File: config.mk
export PLATFORM = sky130hd
export DESIGN_NAME = iteration_to_hsv_color_top_flat
export DESIGN_NICKNAME = d
export VERILOG_FILES = /design/src/rtl/ithsv_pkg.sv /design/src/rtl/ithsv_count_if.sv /design/src/rtl/ithsv_pixel_if.sv /design/src/rtl/ithsv_cfg_if.sv /design/src/rtl/ithsv_divider.sv /design/src/rtl/ithsv_hue.sv /design/src/rtl/ithsv_channel.sv /design/src/rtl/iteration_to_hsv_color_top.sv /design/src/flat_wrapper.sv
export SDC_FILE = /design/constraint.sdc
export NUM_CORES = 2
export LEC_CHECK = 0
export BUFFER_PORTS_ARGS = -buffer_cell sky130_fd_sc_hd__buf_4
export CAP_MARGIN = 20
export CORE_ASPECT_RATIO = 0.9
export CORE_UTILIZATION = 38
export CTS_CLUSTER_SIZE = 16
export DETAILED_ROUTE_END_ITERATION = 8
export PLACE_DENSITY = 0.6
export SYNTH_ARGS = -nofsm -noshare
export SYNTH_HDL_FRONTEND = slang
export SYNTH_HIERARCHICAL = 1
export SYNTH_SLANG_ARGS = --single-unit
File: constraint.sdc
create_clock -name clk -period 15.8 [get_ports clk]
set_input_delay 0.79 -clock clk [delete_from_list [all_inputs] [get_ports clk]]
set_output_delay 0.79 -clock clk [all_outputs]
set_load 0.02 [all_outputs]
File: src/rtl/ithsv_pkg.sv
// Package: shared constants, types and codes of the iteration to HSV color block.
package ithsv_pkg;

    localparam int COUNT_BITS_DEF    = 16;
    localparam int FRACTION_BITS_DEF = 16;

    localparam int LIMIT_BITS     = 16;
    localparam int MULT_BITS      = 4;
    localparam int CHAN_BITS      = 8;
    localparam int CFG_INDEX_BITS = 2;
    localparam int CFG_DATA_BITS  = 16;

    localparam logic [CFG_INDEX_BITS-1:0] CFG_ITERATION_LIMIT = 2'd0;
    localparam logic [CFG_INDEX_BITS-1:0] CFG_HUE_MULTIPLIER  = 2'd1;

    localparam logic [LIMIT_BITS-1:0] LIMIT_RESET = 16'd64;
    localparam logic [MULT_BITS-1:0]  MULT_RESET  = 4'd1;

    // hue scale 120 * multiplier, up to 1800
    localparam int HUE_SPAN      = 120;
    localparam int SCALE_BITS    = 11;
    // hue in degrees, 8 fraction bits, below 1800 * 256
    localparam int HUE_FRAC_BITS = 8;
    localparam int HUE_BITS      = 19;
    // 60 degrees in hue units = 15 << 10
    localparam int SECTOR_SPAN   = 15360;
    localparam int SECTOR_SHIFT  = 10;
    localparam int SECTOR_DIV    = 15;
    localparam int REM_BITS      = 14;
    localparam int SEC_NUM_BITS  = 5;
    // x / 15 ~ (x * 273) >> 12, low by at most one
    localparam int RECIP_15      = 273;
    localparam int RECIP_BITS    = 9;
    localparam int RECIP_SHIFT   = 12;
    // 0.8 * 255
    localparam int VALUE_MAX     = 204;

    typedef enum logic [2:0] {
        SECTOR_0 = 3'd0,
        SECTOR_1 = 3'd1,
        SECTOR_2 = 3'd2,
        SECTOR_3 = 3'd3,
        SECTOR_4 = 3'd4,
        SECTOR_5 = 3'd5
    } sector_t;

    typedef struct packed {
        logic valid;
        logic black;
    } ctl_t;

endpackage

File: src/rtl/ithsv_count_if.sv
// Interface: iteration count input channel.
interface ithsv_count_if #(parameter int COUNT_BITS = ithsv_pkg::COUNT_BITS_DEF);
    logic                  valid;
    logic                  ready;
    logic [COUNT_BITS-1:0] iteration_count;

    modport source (output valid, output iteration_count, input ready);
    modport sink   (input valid, input iteration_count, output ready);
endinterface

File: src/rtl/ithsv_pixel_if.sv
// Interface: RGB pixel output channel.
interface ithsv_pixel_if;
    import ithsv_pkg::*;
    logic                 valid;
    logic                 ready;
    logic [CHAN_BITS-1:0] red;
    logic [CHAN_BITS-1:0] green;
    logic [CHAN_BITS-1:0] blue;

    modport source (output valid, output red, output green, output blue, input ready);
    modport sink   (input valid, input red, input green, input blue, output ready);
endinterface

File: src/rtl/ithsv_cfg_if.sv
// Interface: configuration register write channel.
interface ithsv_cfg_if;
    import ithsv_pkg::*;
    logic                      valid;
    logic                      ready;
    logic [CFG_INDEX_BITS-1:0] index;
    logic [CFG_DATA_BITS-1:0]  data;

    modport source (output valid, output index, output data, input ready);
    modport sink   (input valid, input index, input data, output ready);
endinterface

File: src/rtl/ithsv_divider.sv
// Pipelined restoring divider: t = (count << FRACTION_BITS) / limit, one bit per stage.
module ithsv_divider #(
    parameter int COUNT_BITS    = ithsv_pkg::COUNT_BITS_DEF,
    parameter int FRACTION_BITS = ithsv_pkg::FRACTION_BITS_DEF
) (
    input  logic                            clk,
    input  logic                            rst_n,
    input  logic                            en,
    input  logic                            in_valid,
    input  logic [COUNT_BITS-1:0]           count,
    input  logic [ithsv_pkg::LIMIT_BITS-1:0] limit,
    output ithsv_pkg::ctl_t                 out_ctl,
    output logic [FRACTION_BITS-1:0]        quotient
);
    import ithsv_pkg::*;

    localparam int CMP_BITS = (COUNT_BITS > LIMIT_BITS) ? COUNT_BITS : LIMIT_BITS;

    ctl_t                     ctl_reg [FRACTION_BITS];
    logic [LIMIT_BITS-1:0]    rem_reg [FRACTION_BITS];
    logic [FRACTION_BITS-1:0] quo_reg [FRACTION_BITS];

    ctl_t                  ctl_in;
    logic [LIMIT_BITS-1:0] rem_in;

    assign ctl_in.valid = in_valid;
    assign ctl_in.black = CMP_BITS'(count) >= CMP_BITS'(limit);
    // count < limit whenever the pixel is not black, so it fits the remainder
    assign rem_in       = LIMIT_BITS'(count);

    genvar i;
    generate
        for (i = 0; i < FRACTION_BITS; i++)
        begin : g_stage
            ctl_t                     ctl_prev;
            logic [LIMIT_BITS-1:0]    rem_prev;
            logic [FRACTION_BITS-1:0] quo_prev;
            logic [LIMIT_BITS:0]      shifted;
            logic                     take;
            logic [LIMIT_BITS-1:0]    rem_next;
            logic [FRACTION_BITS-1:0] quo_next;

            if (i == 0)
            begin : g_first
                assign ctl_prev = ctl_in;
                assign rem_prev = rem_in;
                assign quo_prev = '0;
            end
            else
            begin : g_rest
                assign ctl_prev = ctl_reg[i-1];
                assign rem_prev = rem_reg[i-1];
                assign quo_prev = quo_reg[i-1];
            end

            assign shifted  = {rem_prev, 1'b0};
            assign take     = shifted >= {1'b0, limit};
            assign rem_next = LIMIT_BITS'(take ? (shifted - {1'b0, limit}) : shifted);
            assign quo_next = {quo_prev[FRACTION_BITS-2:0], take};

            always_ff @(posedge clk or negedge rst_n)
            begin
                if (!rst_n)
                begin
                    ctl_reg[i] <= '0;
                end
                else if (en)
                begin
                    ctl_reg[i] <= ctl_prev;
                end
            end

            always_ff @(posedge clk)
            begin
                if (en)
                begin
                    rem_reg[i] <= rem_next;
                    quo_reg[i] <= quo_next;
                end
            end
        end
    endgenerate

    assign out_ctl  = ctl_reg[FRACTION_BITS-1];
    assign quotient = quo_reg[FRACTION_BITS-1];

endmodule

File: src/rtl/ithsv_hue.sv
// Hue pipeline: hue = t * 120 * multiplier, split into sector and weight.
module ithsv_hue #(
    parameter int FRACTION_BITS = ithsv_pkg::FRACTION_BITS_DEF
) (
    input  logic                           clk,
    input  logic                           rst_n,
    input  logic                           en,
    input  ithsv_pkg::ctl_t                in_ctl,
    input  logic [FRACTION_BITS-1:0]       t,
    input  logic [ithsv_pkg::MULT_BITS-1:0] mult,
    output ithsv_pkg::ctl_t                out_ctl,
    output logic [FRACTION_BITS-1:0]       t_out,
    output ithsv_pkg::sector_t             sector,
    output logic [ithsv_pkg::REM_BITS-1:0] weight
);
    import ithsv_pkg::*;

    localparam int PROD_BITS = FRACTION_BITS + SCALE_BITS;
    localparam int X_BITS    = HUE_BITS - SECTOR_SHIFT;
    localparam int RP_BITS   = X_BITS + RECIP_BITS;
    localparam int POS_BITS  = REM_BITS - SECTOR_SHIFT;

    // stage 1: scale
    logic [SCALE_BITS-1:0]    scale;
    logic [PROD_BITS-1:0]     prod_next;
    ctl_t                     ctl1_reg;
    logic [FRACTION_BITS-1:0] t1_reg;
    logic [PROD_BITS-1:0]     prod_reg;

    assign scale     = SCALE_BITS'(mult) * SCALE_BITS'(HUE_SPAN);
    assign prod_next = PROD_BITS'(t) * PROD_BITS'(scale);

    // stage 2: hue and sector estimate
    logic [HUE_BITS-1:0]     hue;
    logic [X_BITS-1:0]       hue_hi;
    logic [RP_BITS-1:0]      recip_prod;
    logic [SEC_NUM_BITS-1:0] qest_next;
    ctl_t                     ctl2_reg;
    logic [FRACTION_BITS-1:0] t2_reg;
    logic [X_BITS-1:0]        hue_hi_reg;
    logic [SECTOR_SHIFT-1:0]  hue_lo_reg;
    logic [SEC_NUM_BITS-1:0]  qest_reg;

    assign hue        = prod_reg[FRACTION_BITS - HUE_FRAC_BITS +: HUE_BITS];
    assign hue_hi     = hue[HUE_BITS-1:SECTOR_SHIFT];
    assign recip_prod = RP_BITS'(hue_hi) * RP_BITS'(RECIP_15);
    assign qest_next  = recip_prod[RECIP_SHIFT +: SEC_NUM_BITS];

    // stage 3: correct the estimate, sector and weight
    logic [X_BITS-1:0]       diff;
    logic                    fix;
    logic [SEC_NUM_BITS-1:0] sec_num;
    logic [X_BITS-1:0]       pos;
    logic [REM_BITS-1:0]     rem;
    sector_t                 sector_next;
    logic [REM_BITS-1:0]     weight_next;
    ctl_t                     ctl3_reg;
    logic [FRACTION_BITS-1:0] t3_reg;
    sector_t                  sector_reg;
    logic [REM_BITS-1:0]      weight_reg;

    assign diff    = X_BITS'(hue_hi_reg - X_BITS'(qest_reg) * X_BITS'(SECTOR_DIV));
    assign fix     = diff >= X_BITS'(SECTOR_DIV);
    assign sec_num = qest_reg + SEC_NUM_BITS'(fix);
    assign pos     = fix ? X_BITS'(diff - X_BITS'(SECTOR_DIV)) : diff;
    assign rem     = {pos[POS_BITS-1:0], hue_lo_reg};

    // every sector from five up maps to the last one; parity still picks the weight
    assign sector_next = (sec_num >= SEC_NUM_BITS'(SECTOR_5)) ? SECTOR_5
                                                              : sector_t'(sec_num[2:0]);
    assign weight_next = sec_num[0] ? REM_BITS'(REM_BITS'(SECTOR_SPAN) - rem) : rem;

    always_ff @(posedge clk or negedge rst_n)
    begin
        if (!rst_n)
        begin
            ctl1_reg <= '0;
            ctl2_reg <= '0;
            ctl3_reg <= '0;
        end
        else if (en)
        begin
            ctl1_reg <= in_ctl;
            ctl2_reg <= ctl1_reg;
            ctl3_reg <= ctl2_reg;
        end
    end

    always_ff @(posedge clk)
    begin
        if (en)
        begin
            t1_reg     <= t;
            prod_reg   <= prod_next;
            t2_reg     <= t1_reg;
            hue_hi_reg <= hue_hi;
            hue_lo_reg <= hue[SECTOR_SHIFT-1:0];
            qest_reg   <= qest_next;
            t3_reg     <= t2_reg;
            sector_reg <= sector_next;
            weight_reg <= weight_next;
        end
    end

    assign out_ctl = ctl3_reg;
    assign t_out   = t3_reg;
    assign sector  = sector_reg;
    assign weight  = weight_reg;

endmodule

File: src/rtl/ithsv_channel.sv
// Channel pipeline: min and mid values, rounding and sector channel order.
module ithsv_channel #(
    parameter int FRACTION_BITS = ithsv_pkg::FRACTION_BITS_DEF
) (
    input  logic                            clk,
    input  logic                            rst_n,
    input  logic                            en,
    input  ithsv_pkg::ctl_t                 in_ctl,
    input  logic [FRACTION_BITS-1:0]        t,
    input  ithsv_pkg::sector_t              sector,
    input  logic [ithsv_pkg::REM_BITS-1:0]  weight,
    output logic                            out_valid,
    output logic [ithsv_pkg::CHAN_BITS-1:0] red,
    output logic [ithsv_pkg::CHAN_BITS-1:0] green,
    output logic [ithsv_pkg::CHAN_BITS-1:0] blue
);
    import ithsv_pkg::*;

    localparam int TU_BITS = FRACTION_BITS + REM_BITS;
    localparam int LO_BITS = FRACTION_BITS + CHAN_BITS;
    localparam int NW      = FRACTION_BITS + CHAN_BITS + REM_BITS;
    localparam int MS_BITS = NW - FRACTION_BITS - SECTOR_SHIFT;
    localparam int RP_BITS = MS_BITS + RECIP_BITS;

    localparam logic [LO_BITS-1:0] LO_HALF = LO_BITS'(1) << (FRACTION_BITS - 1);
    // (204 * 2^F + 2^(F-1)) * 15360: the mid numerator at t = 0, plus rounding
    localparam logic [NW-1:0] K_NUM =
        NW'(((64'(VALUE_MAX) << FRACTION_BITS) + (64'd1 << (FRACTION_BITS - 1)))
            * 64'(SECTOR_SPAN));

    // stage 1: t * (15360 - w), rounded min
    logic [REM_BITS-1:0]      u;
    logic [TU_BITS-1:0]       tu_next;
    logic [FRACTION_BITS:0]   tc;
    logic [LO_BITS-1:0]       lo_sum;
    ctl_t                     ctl1_reg;
    logic [TU_BITS-1:0]       tu_reg;
    logic [CHAN_BITS-1:0]     lo1_reg;
    sector_t                  sector1_reg;

    assign u       = REM_BITS'(REM_BITS'(SECTOR_SPAN) - weight);
    assign tu_next = TU_BITS'(t) * TU_BITS'(u);
    assign tc      = {1'b1, {FRACTION_BITS{1'b0}}} - {1'b0, t};
    assign lo_sum  = LO_BITS'(VALUE_MAX) * LO_BITS'(tc) + LO_HALF;

    // stage 2: mid numerator over 2^(F+10)
    logic [NW-1:0]       num;
    ctl_t                ctl2_reg;
    logic [MS_BITS-1:0]  ms2_reg;
    logic [CHAN_BITS-1:0] lo2_reg;
    sector_t             sector2_reg;

    assign num = K_NUM - NW'(VALUE_MAX) * NW'(tu_reg);

    // stage 3: divide by 15, estimate
    logic [RP_BITS-1:0]   recip_prod;
    ctl_t                 ctl3_reg;
    logic [MS_BITS-1:0]   ms3_reg;
    logic [CHAN_BITS-1:0] qest_reg;
    logic [CHAN_BITS-1:0] lo3_reg;
    sector_t              sector3_reg;

    assign recip_prod = RP_BITS'(ms2_reg) * RP_BITS'(RECIP_15);

    // stage 4: correct, order, black
    logic [MS_BITS-1:0]   diff;
    logic [CHAN_BITS-1:0] mid;
    logic [CHAN_BITS-1:0] hi;
    logic [CHAN_BITS-1:0] red_next;
    logic [CHAN_BITS-1:0] green_next;
    logic [CHAN_BITS-1:0] blue_next;
    logic                 valid_reg;
    logic [CHAN_BITS-1:0] red_reg;
    logic [CHAN_BITS-1:0] green_reg;
    logic [CHAN_BITS-1:0] blue_reg;

    assign diff = MS_BITS'(ms3_reg - MS_BITS'(qest_reg) * MS_BITS'(SECTOR_DIV));
    assign mid  = qest_reg + CHAN_BITS'(diff >= MS_BITS'(SECTOR_DIV));
    assign hi   = CHAN_BITS'(VALUE_MAX);

    always_comb
    begin
        case (sector3_reg)
            SECTOR_0:
            begin
                red_next = hi;      green_next = mid;     blue_next = lo3_reg;
            end
            SECTOR_1:
            begin
                red_next = mid;     green_next = hi;      blue_next = lo3_reg;
            end
            SECTOR_2:
            begin
                red_next = lo3_reg; green_next = hi;      blue_next = mid;
            end
            SECTOR_3:
            begin
                red_next = lo3_reg; green_next = mid;     blue_next = hi;
            end
            SECTOR_4:
            begin
                red_next = mid;     green_next = lo3_reg; blue_next = hi;
            end
            default:
            begin
                red_next = hi;      green_next = lo3_reg; blue_next = mid;
            end
        endcase
        if (ctl3_reg.black)
        begin
            red_next   = '0;
            green_next = '0;
            blue_next  = '0;
        end
    end

    always_ff @(posedge clk or negedge rst_n)
    begin
        if (!rst_n)
        begin
            ctl1_reg  <= '0;
            ctl2_reg  <= '0;
            ctl3_reg  <= '0;
            valid_reg <= 1'b0;
        end
        else if (en)
        begin
            ctl1_reg  <= in_ctl;
            ctl2_reg  <= ctl1_reg;
            ctl3_reg  <= ctl2_reg;
            valid_reg <= ctl3_reg.valid;
        end
    end

    always_ff @(posedge clk)
    begin
        if (en)
        begin
            tu_reg      <= tu_next;
            lo1_reg     <= lo_sum[FRACTION_BITS +: CHAN_BITS];
            sector1_reg <= sector;
            ms2_reg     <= num[FRACTION_BITS + SECTOR_SHIFT +: MS_BITS];
            lo2_reg     <= lo1_reg;
            sector2_reg <= sector1_reg;
            ms3_reg     <= ms2_reg;
            qest_reg    <= recip_prod[RECIP_SHIFT +: CHAN_BITS];
            lo3_reg     <= lo2_reg;
            sector3_reg <= sector2_reg;
            red_reg     <= red_next;
            green_reg   <= green_next;
            blue_reg    <= blue_next;
        end
    end

    assign out_valid = valid_reg;
    assign red       = red_reg;
    assign green     = green_reg;
    assign blue      = blue_reg;

endmodule

File: src/rtl/iteration_to_hsv_color_top.sv
// Top level: iteration count to HSV-derived RGB pixel, fully pipelined.
//
//  channel  role    payload                      beat when
//  counts   sink    iteration_count              valid && ready
//  pixels   source  red, green, blue             valid && ready
//  cfg      sink    index, data                  valid && ready (ready tied high)
//
//  One beat per cycle in and out unless the output is stalled; the stages are the
//  one-bit-per-stage divider plus three hue and four channel stages.
//  All stages share one enable: they advance unless the output register holds
//  a beat that pixels is not taking; counts.ready follows that enable.
//  Reset clears the stage valid bits and sets limit 64, multiplier 1.
module iteration_to_hsv_color_top #(
    parameter int COUNT_BITS    = ithsv_pkg::COUNT_BITS_DEF,
    parameter int FRACTION_BITS = ithsv_pkg::FRACTION_BITS_DEF
) (
    input  logic            clk,
    input  logic            rst_n,
    ithsv_count_if.sink     counts,
    ithsv_pixel_if.source   pixels,
    ithsv_cfg_if.sink       cfg
);
    import ithsv_pkg::*;

    localparam logic [LIMIT_BITS-1:0] LIMIT_MASK =
        (COUNT_BITS >= LIMIT_BITS) ? {LIMIT_BITS{1'b1}}
                                   : LIMIT_BITS'((64'd1 << COUNT_BITS) - 64'd1);

    logic [LIMIT_BITS-1:0] limit_reg;
    logic [MULT_BITS-1:0]  mult_reg;
    logic                  en;

    ctl_t                     div_ctl;
    logic [FRACTION_BITS-1:0] div_t;
    ctl_t                     hue_ctl;
    logic [FRACTION_BITS-1:0] hue_t;
    sector_t                  hue_sector;
    logic [REM_BITS-1:0]      hue_weight;
    logic                     out_valid;

    always_ff @(posedge clk or negedge rst_n)
    begin
        if (!rst_n)
        begin
            limit_reg <= LIMIT_RESET & LIMIT_MASK;
            mult_reg  <= MULT_RESET;
        end
        else if (cfg.valid && cfg.ready)
        begin
            unique case (cfg.index)
                CFG_ITERATION_LIMIT: limit_reg <= cfg.data[LIMIT_BITS-1:0] & LIMIT_MASK;
                CFG_HUE_MULTIPLIER:  mult_reg  <= cfg.data[MULT_BITS-1:0];
                default:             ;
            endcase
        end
    end

    assign cfg.ready    = 1'b1;
    assign en           = !out_valid || pixels.ready;
    assign counts.ready = en;
    assign pixels.valid = out_valid;

    ithsv_divider #(
        .COUNT_BITS    (COUNT_BITS),
        .FRACTION_BITS (FRACTION_BITS)
    ) u_divider (
        .clk      (clk),
        .rst_n    (rst_n),
        .en       (en),
        .in_valid (counts.valid),
        .count    (counts.iteration_count),
        .limit    (limit_reg),
        .out_ctl  (div_ctl),
        .quotient (div_t)
    );

    ithsv_hue #(
        .FRACTION_BITS (FRACTION_BITS)
    ) u_hue (
        .clk     (clk),
        .rst_n   (rst_n),
        .en      (en),
        .in_ctl  (div_ctl),
        .t       (div_t),
        .mult    (mult_reg),
        .out_ctl (hue_ctl),
        .t_out   (hue_t),
        .sector  (hue_sector),
        .weight  (hue_weight)
    );

    ithsv_channel #(
        .FRACTION_BITS (FRACTION_BITS)
    ) u_channel (
        .clk       (clk),
        .rst_n     (rst_n),
        .en        (en),
        .in_ctl    (hue_ctl),
        .t         (hue_t),
        .sector    (hue_sector),
        .weight    (hue_weight),
        .out_valid (out_valid),
        .red       (pixels.red),
        .green     (pixels.green),
        .blue      (pixels.blue)
    );

endmodule

File: src/flat_wrapper.sv
// flat-port wrapper written by rule: the top's interface ports become plain ports
module iteration_to_hsv_color_top_flat import ithsv_pkg::*;
#(
    parameter int COUNT_BITS    = ithsv_pkg::COUNT_BITS_DEF,
    parameter int FRACTION_BITS = ithsv_pkg::FRACTION_BITS_DEF
)
  (clk, rst_n, counts_valid, counts_iteration_count, counts_ready, pixels_valid, pixels_red, pixels_green, pixels_blue, pixels_ready, cfg_valid, cfg_index, cfg_data, cfg_ready);
  ithsv_count_if #(.COUNT_BITS(COUNT_BITS)) counts_i ();
  ithsv_pixel_if pixels_i ();
  ithsv_cfg_if cfg_i ();
  input  logic clk;
  input  logic rst_n;
  input wire logic [$bits(counts_i.valid)-1:0] counts_valid;
  input wire logic [$bits(counts_i.iteration_count)-1:0] counts_iteration_count;
  output wire logic [$bits(counts_i.ready)-1:0] counts_ready;
  output wire logic [$bits(pixels_i.valid)-1:0] pixels_valid;
  output wire logic [$bits(pixels_i.red)-1:0] pixels_red;
  output wire logic [$bits(pixels_i.green)-1:0] pixels_green;
  output wire logic [$bits(pixels_i.blue)-1:0] pixels_blue;
  input wire logic [$bits(pixels_i.ready)-1:0] pixels_ready;
  input wire logic [$bits(cfg_i.valid)-1:0] cfg_valid;
  input wire logic [$bits(cfg_i.index)-1:0] cfg_index;
  input wire logic [$bits(cfg_i.data)-1:0] cfg_data;
  output wire logic [$bits(cfg_i.ready)-1:0] cfg_ready;
  assign counts_i.valid = counts_valid;
  assign counts_i.iteration_count = counts_iteration_count;
  assign counts_ready = counts_i.ready;
  assign pixels_valid = pixels_i.valid;
  assign pixels_red = pixels_i.red;
  assign pixels_green = pixels_i.green;
  assign pixels_blue = pixels_i.blue;
  assign pixels_i.ready = pixels_ready;
  assign cfg_i.valid = cfg_valid;
  assign cfg_i.index = cfg_index;
  assign cfg_i.data = cfg_data;
  assign cfg_ready = cfg_i.ready;
  iteration_to_hsv_color_top #(.COUNT_BITS(COUNT_BITS), .FRACTION_BITS(FRACTION_BITS)) u_core (.clk(clk), .rst_n(rst_n), .counts(counts_i), .pixels(pixels_i), .cfg(cfg_i));
endmodule
==> key figures <==
Worst setup path
  – Worst R2R Path Depth: 26
  – Most used cell, CP: fa_1
  – Critical-path top delay cell: xnor2_1
  – Slowest Stage Delay on Critical Path: 0.71 ns
  – R2r setup slk: 6.95 ns
  – CP Capture Type: flop
  – Crit path DAT: 9.26 ns
  – Critical path required time: 16.21 ns
  – R2r startpoint: u_core/u_hue/weight[3]
  – Crit Path Max Fanout: 10
  – Setup crit start kind: flop
  – WS Path Type: flop to flop
  – Reg2reg end: u_core/u_channel/tu_reg[29]

Synth
  – Synth top area share: 31.71%
  – FFs w/ async S/R, synth: 9.731%
  – Ys flop type: edfxtp_1
  – Synthesized flop and latch total: 668
  – Syn Area/Cell: 10.78 µm²
  – Area contributors post-synth: edfxtp_1 32%, ha_1 14%, fa_1 13%
  – Mapped cell area: 0.05711 mm²
  – Mapped Cells: 5296
  – Post-synth EDFFs: 603
  – Yosys warning count: 6
  – Synth area leader: edfxtp_1
  – Cell variety after synth: 107
  – Seq/Total Area, Yosys: 34.56%
  – Mapped Nets: 6374

Die
  – Num rows: 134
  – Initial Util: 38.40%
  – Die area: 0.1518 mm²
  – I/O Pins: 66
  – Die span in x: 410.6 µm
  – Die Y: 369.8 µm
  – Core area: 0.1487 mm²

Clock tree
  – Num CTS Buffers: 79
  – TritonCTS clock tree: done
  – CTS Buffer Depth: 3
  – Worst skew pair latency: 0.68 ns
  – Post-cts sizing count: 0
  – Root buf cell: clkbuf_16
  – Post-CTS setup buffers: 0
  – Clk sinks: 668
  – Clk pin slew, worst setup/hold paths: 0.06 ns
  – H-tree depth: 3
  – Hold_buf cts: 0

STA
  – Max Fclk: 0.1129 GHz
  – Final Hold Slack: 0.1853 ns
  – Final Hold Fails: 0
  – Min Tclk post-route: 8.854 ns
  – Setup Skew: 0.05598 ns
  – Final Slew Violations: 0
  – Unrepaired setup endpoints after global routing: no
  – Fin crit share: 56.04%
  – Slew headroom: 29.53%
  – Final setup TNS: 0 ns
  – Final setup violation count: 0
  – Worst-Margin Slew: 1.057 ns

Drt
  – Final WL: 121.2 mm
  – WL/cell: 16.37 µm
  – Drt first-iter violations: 2205
  – Remaining DRCs: 0
  – Vias per cell: 5.144
  – ANT nets after route: 0
  – TritonRoute pass-1 iters: 6
  – Vias after detailed routing: 38090

Layout
  – Final core occ: 42.05%
  – Area Overhead vs Synth: 9.493%
  – Ant diodes: 0
  – Most frequent cells in the layout: 658 x ha_1, 628 x inv_1, 603 x edfxtp_1
  – Commonest non-fill, non-tap cell in the layout: ha_1
  – # fillers: 14110
  – Final nets: 6448
  – Share of cells above drive strength 1: 9.111%
  – Largest register FFs: 240

Status
  – Status: completed

GRT
  – First-pass GRT wire length: 200.9 mm
  – Vias in the first global route: 38670
  – Initial antenna violation count: 2
  – GRT Residual Overflow: 0
  – Largest net degree at the start of global routing: 162
  – Overall Global Routing Usage: 16.13%

Flow run
  – Maximum Capacitance Violations: 0

Hold path
  – Worst min path class: input pin to async pin

Placed design
  – Placer congestion estimate: 0.8402
  – Port Buf Inserts: 64
  – Final HPWL DP: 90.98 mm
-- cell usage after synthesis (8+ instances only) --
cell	count
nor2b_1	86
a31oi_1	29
o21a_1	70
or3_1	20
xnor2_1	241
fa_1	381
a211oi_1	43
ha_1	658
nand2_1	396
a211o_1	15
xor2_1	108
dfrtp_1	63
nor4_1	13
o21ai_1	22
o31ai_1	28
a21boi_0	18
a21o_1	143
mux2i_1	21
and3_1	34
buf_4	15
buf_2	9
o21ai_0	188
nand2b_1	52
a22oi_1	14
mux2_2	186
nor2_1	244
inv_1	628
o211ai_1	17
o22ai_1	11
and2_1	182
nand3_1	44
o21bai_1	27
nor3_1	75
a31o_2	9
edfxtp_1	603
mux2_4	8
nand4_1	45
a221oi_1	11
o31a_1	12
a21oi_1	251
a2111oi_0	8
clkbuf_1	86
or2_2	16
-- metal layers --
metal / global-route usage [%] / vias to the layer above / wire, µm
met5: 0 / - / 0
met4: 3.961 / 0 / 2363
met3: 2.293 / 152 / 4642
met2: 26.99 / 585 / 56750
met1: 21.90 / 18620 / 57440
li1: - / 18730 / -
-- final cells by class --
class,instances,area (µm²),share of cell area (%)
Clock buffer,100,2182,3.490
Clock inverter,44,422.9,0.6763
Inverter,628,2357,3.770
Multi-Input combinational cell,3881,34470,55.13
Sequential cell,668,19740,31.57
Tap cell,1972,2467,3.946
Timing Repair Buffer,112,890.9,1.425
-- metrics by stage --
| step | worst slack (ns) | cell area [µm²] | instances |
|---|---|---|---|
| after detailed placement | 6.561 | 59900 | 7259 |
| after floorplan | 6.131 | 57110 | 5296 |
| final | 6.946 | 62530 | 7405 |
| after CTS | 6.537 | 62510 | 7403 |
| after global routing | 6.388 | 62530 | 7405 |
| after global placement | 6.744 | 59810 | 7251 |
-- critical path: cells and delay by family, from the launching register on --
kind	cells	cell delay, ns
buf+inv	4	0.37
simple gates	6	1.84
flops	1	0.42
compound gates	7	1.68
xor+xnor	2	0.82
fa+ha+maj	7	3.42
-- how the worst max path moves through the flow --
stage | from | slack (ns) | to | cells past startpoint
after detailed placement | u_core/u_hue/weight[3] | 6.56 | u_core/u_channel/tu_reg[29] | 26
after CTS | u_core/u_hue/weight[3] | 6.54 | u_core/u_channel/tu_reg[29] | 26
after global routing | u_core/u_hue/weight[3] | 6.39 | u_core/u_channel/tu_reg[29] | 26
after floorplan | pixels_ready | 6.13 | u_core/u_divider/ctl_reg[10] | 4
after global placement | u_core/u_hue/weight[3] | 6.74 | u_core/u_channel/tu_reg[29] | 26
final | u_core/u_hue/weight[3] | 6.95 | u_core/u_channel/tu_reg[29] | 26
-- logic make-up after synthesis --
logic type	synth area share, %
adder cells (fa/ha/maj)	27.77
AND/OR/NAND/NOR	10.93
AO/OA/AOI/OAI	12.01
XOR/XNOR	5.352
other	0.006566
buffers and inverters	5.127
multiplexers	4.246
flip-flops	34.56
Power is not shown: default switching activity piles up to over one toggle a cycle in this logic, so the estimate is an artifact.
